### src/tbs_pkg.sv
// Shared types and constants for the token bucket shaper.
// No dependencies; used by every module under src.
package tbs_pkg;

  localparam int TABLE_ENTRIES_DEF = 256;

  localparam int DATA_W = 24;   // widest configuration register
  localparam int CFG_IDX_W = 2;

  // Configuration register indexes
  localparam logic [CFG_IDX_W-1:0] REG_MAX_BACKLOG  = 2'd0;
  localparam logic [CFG_IDX_W-1:0] REG_BUCKET_DEPTH = 2'd1;
  localparam logic [CFG_IDX_W-1:0] REG_CELL_SHIFT   = 2'd2;

  typedef enum logic [1:0] {
    OP_ENQUEUE = 2'd0,
    OP_DEQUEUE = 2'd1,
    OP_TBL_WR  = 2'd2,
    OP_FLUSH   = 2'd3
  } op_t;

  // Item held in the update stage while its cost word comes out of memory
  typedef struct packed {
    op_t         op;
    logic [31:0] now;
    logic [15:0] len;
    logic        head;
  } item_t;

  // One result transfer
  typedef struct packed {
    logic        admitted;
    logic        send_now;
    logic [23:0] wait_us;
    logic [23:0] backlog;
  } result_t;

endpackage

### src/tbs_update.sv
// Scalar shaper state (backlog, tokens, checkpoint) and the per-item decision.
// Depends on tbs_pkg for item and result types.
module tbs_update (
  input  logic             clk,
  input  logic             rst,
  input  logic             commit,
  input  tbs_pkg::item_t   item,
  input  logic [23:0]      cost,
  input  logic [23:0]      max_backlog,
  input  logic [23:0]      bucket_depth,
  output tbs_pkg::result_t result
);

  logic [23:0] backlog_bytes, backlog_bytes_next;
  logic [23:0] token_level, token_level_next;
  logic [31:0] checkpoint_time, checkpoint_time_next;

  logic [24:0] enq_sum;
  logic [31:0] elapsed;
  logic [23:0] earned;
  logic [24:0] avail;
  logic [25:0] diff;
  logic [25:0] short;

  always_comb begin
    enq_sum = {1'b0, backlog_bytes} + 25'(item.len);
    elapsed = item.now - checkpoint_time;
    earned  = (elapsed > {8'd0, bucket_depth}) ? bucket_depth : elapsed[23:0];
    avail   = {1'b0, earned} + {1'b0, token_level};
    diff    = {1'b0, avail} - {2'b00, cost};
    short   = {2'b00, cost} - {1'b0, avail};

    backlog_bytes_next   = backlog_bytes;
    token_level_next     = token_level;
    checkpoint_time_next = checkpoint_time;
    result               = '0;

    unique case (item.op)
      tbs_pkg::OP_ENQUEUE: begin
        if (enq_sum <= {1'b0, max_backlog}) begin
          backlog_bytes_next = enq_sum[23:0];
          result.admitted    = 1'b1;
        end
      end
      tbs_pkg::OP_DEQUEUE: begin
        if (item.head) begin
          if (!diff[25]) begin
            checkpoint_time_next = item.now;
            token_level_next = (diff[24:0] <= {1'b0, bucket_depth}) ?
                               diff[23:0] : bucket_depth;
            backlog_bytes_next = ({8'd0, item.len} >= backlog_bytes) ?
                                 24'd0 : backlog_bytes - 24'(item.len);
            result.send_now = 1'b1;
          end else begin
            result.wait_us = short[23:0];
          end
        end
      end
      tbs_pkg::OP_TBL_WR: begin
      end
      tbs_pkg::OP_FLUSH: begin
        backlog_bytes_next   = 24'd0;
        checkpoint_time_next = item.now;
        token_level_next     = bucket_depth;
      end
      default: begin
      end
    endcase

    result.backlog = backlog_bytes_next;
  end

  always_ff @(posedge clk) begin
    if (rst) begin
      backlog_bytes   <= 24'd0;
      token_level     <= 24'd0;
      checkpoint_time <= 32'd0;
    end else if (commit) begin
      backlog_bytes   <= backlog_bytes_next;
      token_level     <= token_level_next;
      checkpoint_time <= checkpoint_time_next;
    end
  end

endmodule

### config.mk
export PLATFORM = sky130hd
export DESIGN_NAME = tbs_update
export DESIGN_NICKNAME = d
export VERILOG_FILES = /design/src/tbs_pkg.sv /design/src/tbs_update.sv
export SDC_FILE = /design/constraint.sdc
export NUM_CORES = 1
export LEC_CHECK = 0
export BUFFER_PORTS_ARGS = -buffer_cell sky130_fd_sc_hd__buf_2
export CELL_PAD_IN_SITES_DETAIL_PLACEMENT = 0
export CELL_PAD_IN_SITES_GLOBAL_PLACEMENT = 1
export CORE_UTILIZATION = 40
export CTS_CLUSTER_SIZE = 16
export DETAILED_ROUTE_END_ITERATION = 6
export PLACE_DENSITY = 0.84
export SYNTH_ARGS = -nofsm -noshare
export SYNTH_HDL_FRONTEND = slang
export SYNTH_SLANG_ARGS = --single-unit
### constraint.sdc
create_clock -name clk -period 22 [get_ports clk]
set_clock_uncertainty 0.1 [all_clocks]
set_input_delay 6.6 -clock clk [delete_from_list [all_inputs] [get_ports clk]]
set_output_delay 6.6 -clock clk [all_outputs]
set_load 0.01 [all_outputs]
==> results of run 1 <==
[layout by cell type, fill, tap and decap left out, types with 7 or more instances in the layout]
cell type,n
ha_1,201
nor2_1,164
o21bai_1,27
nand2_1,156
a21oi_1,155
mux2_2,23
o32ai_1,9
mux2i_1,28
nand3_1,29
xor2_1,29
nor4_1,9
nor2b_1,24
o22ai_1,10
a211o_1,7
a31oi_1,12
a211oi_2,7
xnor2_1,82
buf_6,9
nand4_1,27
inv_1,204
clkbuf_16,11
o211ai_1,13
a211oi_1,37
nand2b_1,24
buf_4,153
buf_2,173
and2_1,7
a21oi_2,11
nor3_1,15
a21o_1,64
and3_1,13
o21ai_0,74
o21a_1,31
nand2_2,9
dfxtp_1,80
[per-stage QoR]
step                      TNS [ns]  setup WS, ns  util (%)
after floorplan                  0       0.00238         -
after global placement       -6.40        -0.255      47.9
after detailed placement    -24.89        -0.663      47.9
after CTS                        0        0.0338      49.5
after global routing        -15.67        -0.426      51.5
final                            0         0.118      51.5
[worst min-delay path by stage]
stage / endpoint / startpoint / slack [ns]
finish: checkpoint_time[13] / checkpoint_time[13] / 0.36
global route: checkpoint_time[16] / checkpoint_time[16] / 0.37
CTS: checkpoint_time[4] / checkpoint_time[4] / 0.36
detailed placement: checkpoint_time[12] / checkpoint_time[12] / 0.35
global placement: checkpoint_time[27] / checkpoint_time[27] / 0.34
floorplan: checkpoint_time[10] / checkpoint_time[10] / 0.34
[critical path, delay by kind of cell]
family | cells | cell delay, ns
buffers and inverters | 7 | 0.80
AOI/OAI and AO/OA | 30 | 5.03
xor gates and xnor gates | 2 | 0.33
and+or+nand+nor | 9 | 0.77
muxes | 1 | 0.12
adders and majority gates | 6 | 1.53
[final cells by class]
cell class,instances,area [um^2]
Clock inverter,6,73.8
Clock buffer,10,239
Timing Repair Buffer,342,2260
Tap cell,435,544
Antenna cell,1,2.50
Multi-Input combinational cell,1461,10900
Sequential cell,80,1600
Inverter,210,791
Fill cell,3209,15500
[metal layers]
| metal | up-vias | GRT usage (%) |
|---|---|---|
| met4 | 2 | 9.47 |
| met2 | 369 | 45.8 |
| met1 | 6597 | 29.7 |
| met5 | - | 0 |
| li1 | 6985 | - |
| met3 | 82 | 3.32 |
[cells by family (layout without fill, tap and decap cells)]
kind of cell	count (synthesis)	after routing	share of synthesized area, %
buf+inv	286	568	8.45
flops	80	80	12.2
mux	54	54	4.40
other cells	0	1	0
fa+ha+maj	212	212	20.6
xor+xnor	114	114	7.63
compound gates	557	557	28.3
simple gates	524	524	18.4
[flip-flops by register name (all words and copies together) (netlist names)]
register,count
backlog_bytes,24
checkpoint_time,32
token_level,24
[report_power, final]
part,total (mW),leakage [nW],switching [mW],internal [mW]
Clock,0.170,0.154,0.0776,0.0925
Sequential,0.164,0.654,0.00926,0.155
Combinational,0.704,7.21,0.390,0.315
[timing repair]
action | in CTS | in global routing
gates cloned | 0 | 2
endpoints found under the setup margin | 49 | 49
hold buffers | 0 | 0
setup buffers | 11 | 16
pin swaps | 14 | 67
gates resized for setup | 26 | 104
==> run_results.csv, run 1 <==
group,metric,value,unit
synthesis,syn_area,0.0131,mm^2
worst_hold_path,min_path_type,"flip-flop to flip-flop",
sta,finalCritPeriodShare,99.5,%
routing,route.met2.wl,21600,um
global_route,grt_overflow_total,0,
routing,first_pass_iters,5,
routing,routed.top_layer,"met5",
floorplan,die_area,0.0335,mm^2
flow_run,max_cap_viol_count,0,
routing,vias,14000,
setup_path,path_max_fanout,8,
global_route,grt_usage,25.1,%
synthesis,synthArstFlopShare,0,%
run_status,status,"finished clean",
synthesis,synthDominantCellAreaShare,19.7,%
setup_path,timing.reg2reg.setup_slack,11.15,ns
layout,finalNonFillerCells,2545,
layout,stdcell_area,0.0164,mm^2
clocking,clockBufferDepth,2,
power,p_per_area,63.3,mW/mm^2
routing,wl_per_cell,17.0,um
sta,max-slew-margin-rel,25.2,%
routing,wl_met3,1960,um
routing,wl,43100,um
synthesis,synth.distinct_cells,81,
synthesis,ys.flop_type,"dfxtp_1",
synthesis,synth_area_leaders,"ha_1 20%, dfxtp_1 12%, a21oi_1 6.3%",
sta,fmax,0.0457,GHz
setup_path,rr_endpoint,"token_level[0]",
floorplan,row_count,65,
sta,setup_viol,0,
worst_hold_path,hold_path_depth,2,
synthesis,synth_edf_count,0,
sta,hold_viol,0,
setup_path,cpPeakStageDelay,0.41,ns
setup_path,r2r_start,"checkpoint_time[0]",
placement,port_buffers,175,
floorplan,start_util,41.1,%
routing,drt_iter0_markers,791,
floorplan,core_area,0.0319,mm^2
layout,layout.nets,2442,
setup_path,crit_end,"result[5]",
synthesis,synth_seq_cells,80,
layout,drive_gt1_share,23.4,%
sta,slew_viol_final,0,
sta,fin_crit,21.88,ns
global_route,grt_pass1_wl,67500,um
floorplan,die_h,183,um
power,total_power,1.04,mW
synthesis,synthCells,1827,
global_route,antenna_found_initial,2,
setup_path,ff2ff_path_depth,52,
routing,drc_errors,0,
placement,dp_hpwl,34000,um
clocking,path_clk_slew,0.07,ns
floorplan,die_w,183,um
clocking,clockRootBuffer,"clkbuf_16",
clocking,cts_buffers,9,
synthesis,ys_seq_area_share,12.2,%
setup_path,crit_start,"item[17]",
placement,place_area,0.0153,mm^2
power,p_leak,8.02,nW
setup_path,critPathArrivalTime,15.18,ns
synthesis,synth-warning-count,0,
setup_path,critPathLaunchType,"primary input",
power,peakVddDrop,0.0432,mV
layout,syn_to_final_growth,25.3,%
setup_path,worstSetupPathType,"primary input to primary output",
clocking,cts.sinks,80,
clocking,htreeDepth,3,
placement,gp_congestion,0.923,
placement,placed_cells,2499,
synthesis,netlist_top_cells_count,"207 x inv_1, 206 x ha_1, 168 x nor2_1, 166 x a21oi_1, 166 x nand2_1",
synthesis,synth_area_leader_cell,"ha_1",
sta,tightestPinTransition,1.11,ns
setup_path,end_kind,"primary output",
routing,wl_met1,18300,um
setup_path,crit_slowest_cell,"fa_2",
clocking,clock_latency,0.38,ns
sta,worst_hold_slack,0.355,ns
floorplan,pin_count,176,
sta,rsz0062_at_grt,"true",
synthesis,syn_area_per_cell,7.17,um^2
synthesis,synth_fp_nets,2165,
synthesis,synth_most_common_cell,"inv_1",
routing,ant_nets,0,
setup_path,worstPathRequired,15.30,ns
global_route,grt_max_degree,81,
clocking,cts_tree,"built",
routing,vias_per_cell,5.51,
global_route,grt_pass1_vias,13500,
Power figures use the tool's default switching activity.
==> run 2, diff against run 1 <==
==> config.mk (replaced) <==
export PLATFORM = sky130hd
export DESIGN_NAME = tbs_update
export DESIGN_NICKNAME = d
export VERILOG_FILES = /design/src/tbs_pkg.sv /design/src/tbs_update.sv
export SDC_FILE = /design/constraint.sdc
export NUM_CORES = 1
export LEC_CHECK = 0
export BUFFER_PORTS_ARGS = -buffer_cell sky130_fd_sc_hd__buf_2
export CELL_PAD_IN_SITES_DETAIL_PLACEMENT = 2
export CELL_PAD_IN_SITES_GLOBAL_PLACEMENT = 2
export CORE_UTILIZATION = 31
export CTS_CLUSTER_SIZE = 16
export DETAILED_ROUTE_END_ITERATION = 6
export PLACE_DENSITY = 0.83
export SYNTH_ARGS = -nofsm -noshare
export SYNTH_HDL_FRONTEND = slang
export SYNTH_SLANG_ARGS = --single-unit
==> run 2 against run 1 <==
  * The flow now finishes with violations (setup timing)
  * Critical path depth down 6
  * Sequential power is 2% higher
  * Worst hold slack improved by 0.0062 ns
  * Cell area rose by 14%
  * Register-to-register slack worse by 3.3 ns
  * Via count increased by 28%
  * Combinational power up 51%
  * Power increased by 37%
  * Largest cell class unchanged
==> run_results.csv, run 2 (synthesis gave the netlist of run 1 again) <==
group,metric,value,unit
run_status,status,"finished, violations left",
run_status,failed_checks,"setup timing",
routing,drc_errors,0,
setup_path,timing.critical_path.buf_inv,8,
setup_path,critPathArrivalTime,17.42,ns
floorplan,die_w,208,um
sta,rsz0062_at_grt,"true",
power,p_leak,8.96,nW
sta,fin_crit,24.12,ns
layout,top_regs,"checkpoint_time x32, backlog_bytes x24, token_level x24",
clocking,clockRootBuffer,"clkbuf_16",
clocking,postCtsHoldBufs,0,
sta,max-slew-margin-rel,16.8,%
power,peakVddDrop,0.0657,mV
sta,finalCritPeriodShare,110,%
layout,final_util,45.2,%
setup_path,cpMostUsedCell,"buf_6",
routing,drt_iter0_markers,1089,
power,p_sw_share,53.3,%
floorplan,start_util,31.8,%
sta,hold_viol,0,
clocking,path_clk_slew,0.07,ns
placement,gp_congestion,0.933,
floorplan,core_area,0.0412,mm^2
sta,tightestPinTransition,1.24,ns
setup_path,cpPeakStageDelay,0.95,ns
sta,finalWorstSetupSlack,-2.12,ns
setup_path,worstSetupPathType,"primary input to primary output",
setup_path,end_kind,"primary output",
clocking,cts_tree,"built",
layout,stdcell_area,0.0186,mm^2
setup_path,cp_top_family,"compound AO/OA/AOI/OAI gates",
power,comb_power_share,74.6,%
floorplan,die_h,208,um
global_route,grt_overflow_total,0,
floorplan,pin_count,176,
routing,wl,94900,um
routing,first_pass_iters,5,
global_route,grt_usage,36.9,%
layout,top_register,"checkpoint_time",
routing,vias,17900,
power,p_clk_share,13.6,%
sta,slew_viol_final,0,
layout,drive_gt1_share,32.4,%
placement,dp_hpwl,50600,um
layout,layout.nets,2595,
routing,wl_per_cell,33.9,um
flow_run,max_cap_viol_count,0,
sta,setup_viol,49,
clocking,clockBufferDepth,2,
power,p_seq_share,11.8,%
layout,final_cell_mix,"288 x buf_4, 203 x inv_1, 197 x ha_1",
placement,place_area,0.0159,mm^2
floorplan,die_area,0.0431,mm^2
power,p_per_area,76.5,mW/mm^2
global_route,grt_pass1_wl,121000,um
routing,vias_per_cell,6.40,
global_route,grt_pass1_vias,19500,
clocking,clock_latency,0.43,ns
placement,port_buffers,175,
global_route,antenna_found_initial,10,
sta,finalSetupTns,-93.21,ns
setup_path,worstPathRequired,15.30,ns
clocking,htreeDepth,3,
setup_path,critPathLaunchType,"primary input",
worst_hold_path,min_path_type,"flip-flop to flip-flop",
global_route,grt_max_degree,78,
power,p_switching,0.760,mW
floorplan,row_count,74,
layout,syn_to_final_growth,42.3,%
setup_path,path_max_fanout,8,
power,internal-power,0.665,mW
sta,fmax,0.0415,GHz
setup_path,timing.reg2reg.setup_slack,7.85,ns
layout,mostFrequentLayoutCell,"buf_4",
clocking,cts.sinks,80,
layout,largest_reg_flops,32,
routing,ant_nets,0,
setup_path,crit_slowest_cell,"xnor2_1",
clocking,cts_buffers,9,
run 2: power groups by stage:
stage / Sequential [mW] / Combinational (mW) / Clock [mW]
global placement: 0.166 / 0.685 / 0
global route: 0.168 / 1.09 / 0.196
detailed placement: 0.167 / 0.746 / 0
CTS: 0.164 / 0.829 / 0.189
floorplan: 0.163 / 0.444 / 0
finish: 0.168 / 1.06 / 0.194
run 2: tightest hold or removal path, delay by kind of cell (launching register included):
kind	cells	cell delay, ns
DFF	1	0.31
and+or+nand+nor	1	0.05
AOI/OAI and AO/OA	1	0.05
run 2: final cells by class:
class	count	area, um^2
fill	4660	22600
multi-input combinational	1461	11600
antenna	7	17.5
clock inverter	4	77.6
inverter	210	791
tap	532	666
timing repair buffer	495	3610
sequential	80	1600
clock buffer	12	246
run 2: path summary, 6_finish.rpt:
check / endpoint / cells past startpoint / start
worst max-delay path: result[3] / 49 / item[18]
worst min-delay path: checkpoint_time[24] / 2 / checkpoint_time[24]
worst max register to register: token_level[1] / 54 / checkpoint_time[4]
worst min register to register: checkpoint_time[24] / 2 / checkpoint_time[24]
run 2: per-stage QoR:
stage	hold WS [ns]	power, mW	std cells	setup slack (ns)
after floorplan	0.336	0.607	1827	0.00238
after global placement	0.342	0.851	2670	-0.586
after detailed placement	0.353	0.913	2670	-1.74
after CTS	0.363	1.18	2749	-0.224
after global routing	0.399	1.45	2796	-2.05
final	0.361	1.42	2801	-2.12
run 2: layer usage:
| metal | wire [um] | part of all wire [%] | vias to the layer above | GRT usage, % |
|---|---|---|---|---|
| met2 | 45200 | 48 | 1144 | 66.7 |
| met4 | 10700 | 11 | 4 | 31.5 |
| li1 | - | - | 7316 | - |
| met5 | 30 | 0.032 | - | 0 |
| met3 | 6820 | 7.2 | 671 | 8.29 |
| met1 | 32200 | 34 | 8798 | 35.7 |
run 2: repair_timing:
item                       CTS  global route
resized for setup          169           144
buffers inserted            63            47
pin swaps                   95            69
cloned                       1             3
setup endpoints to repair   49            49
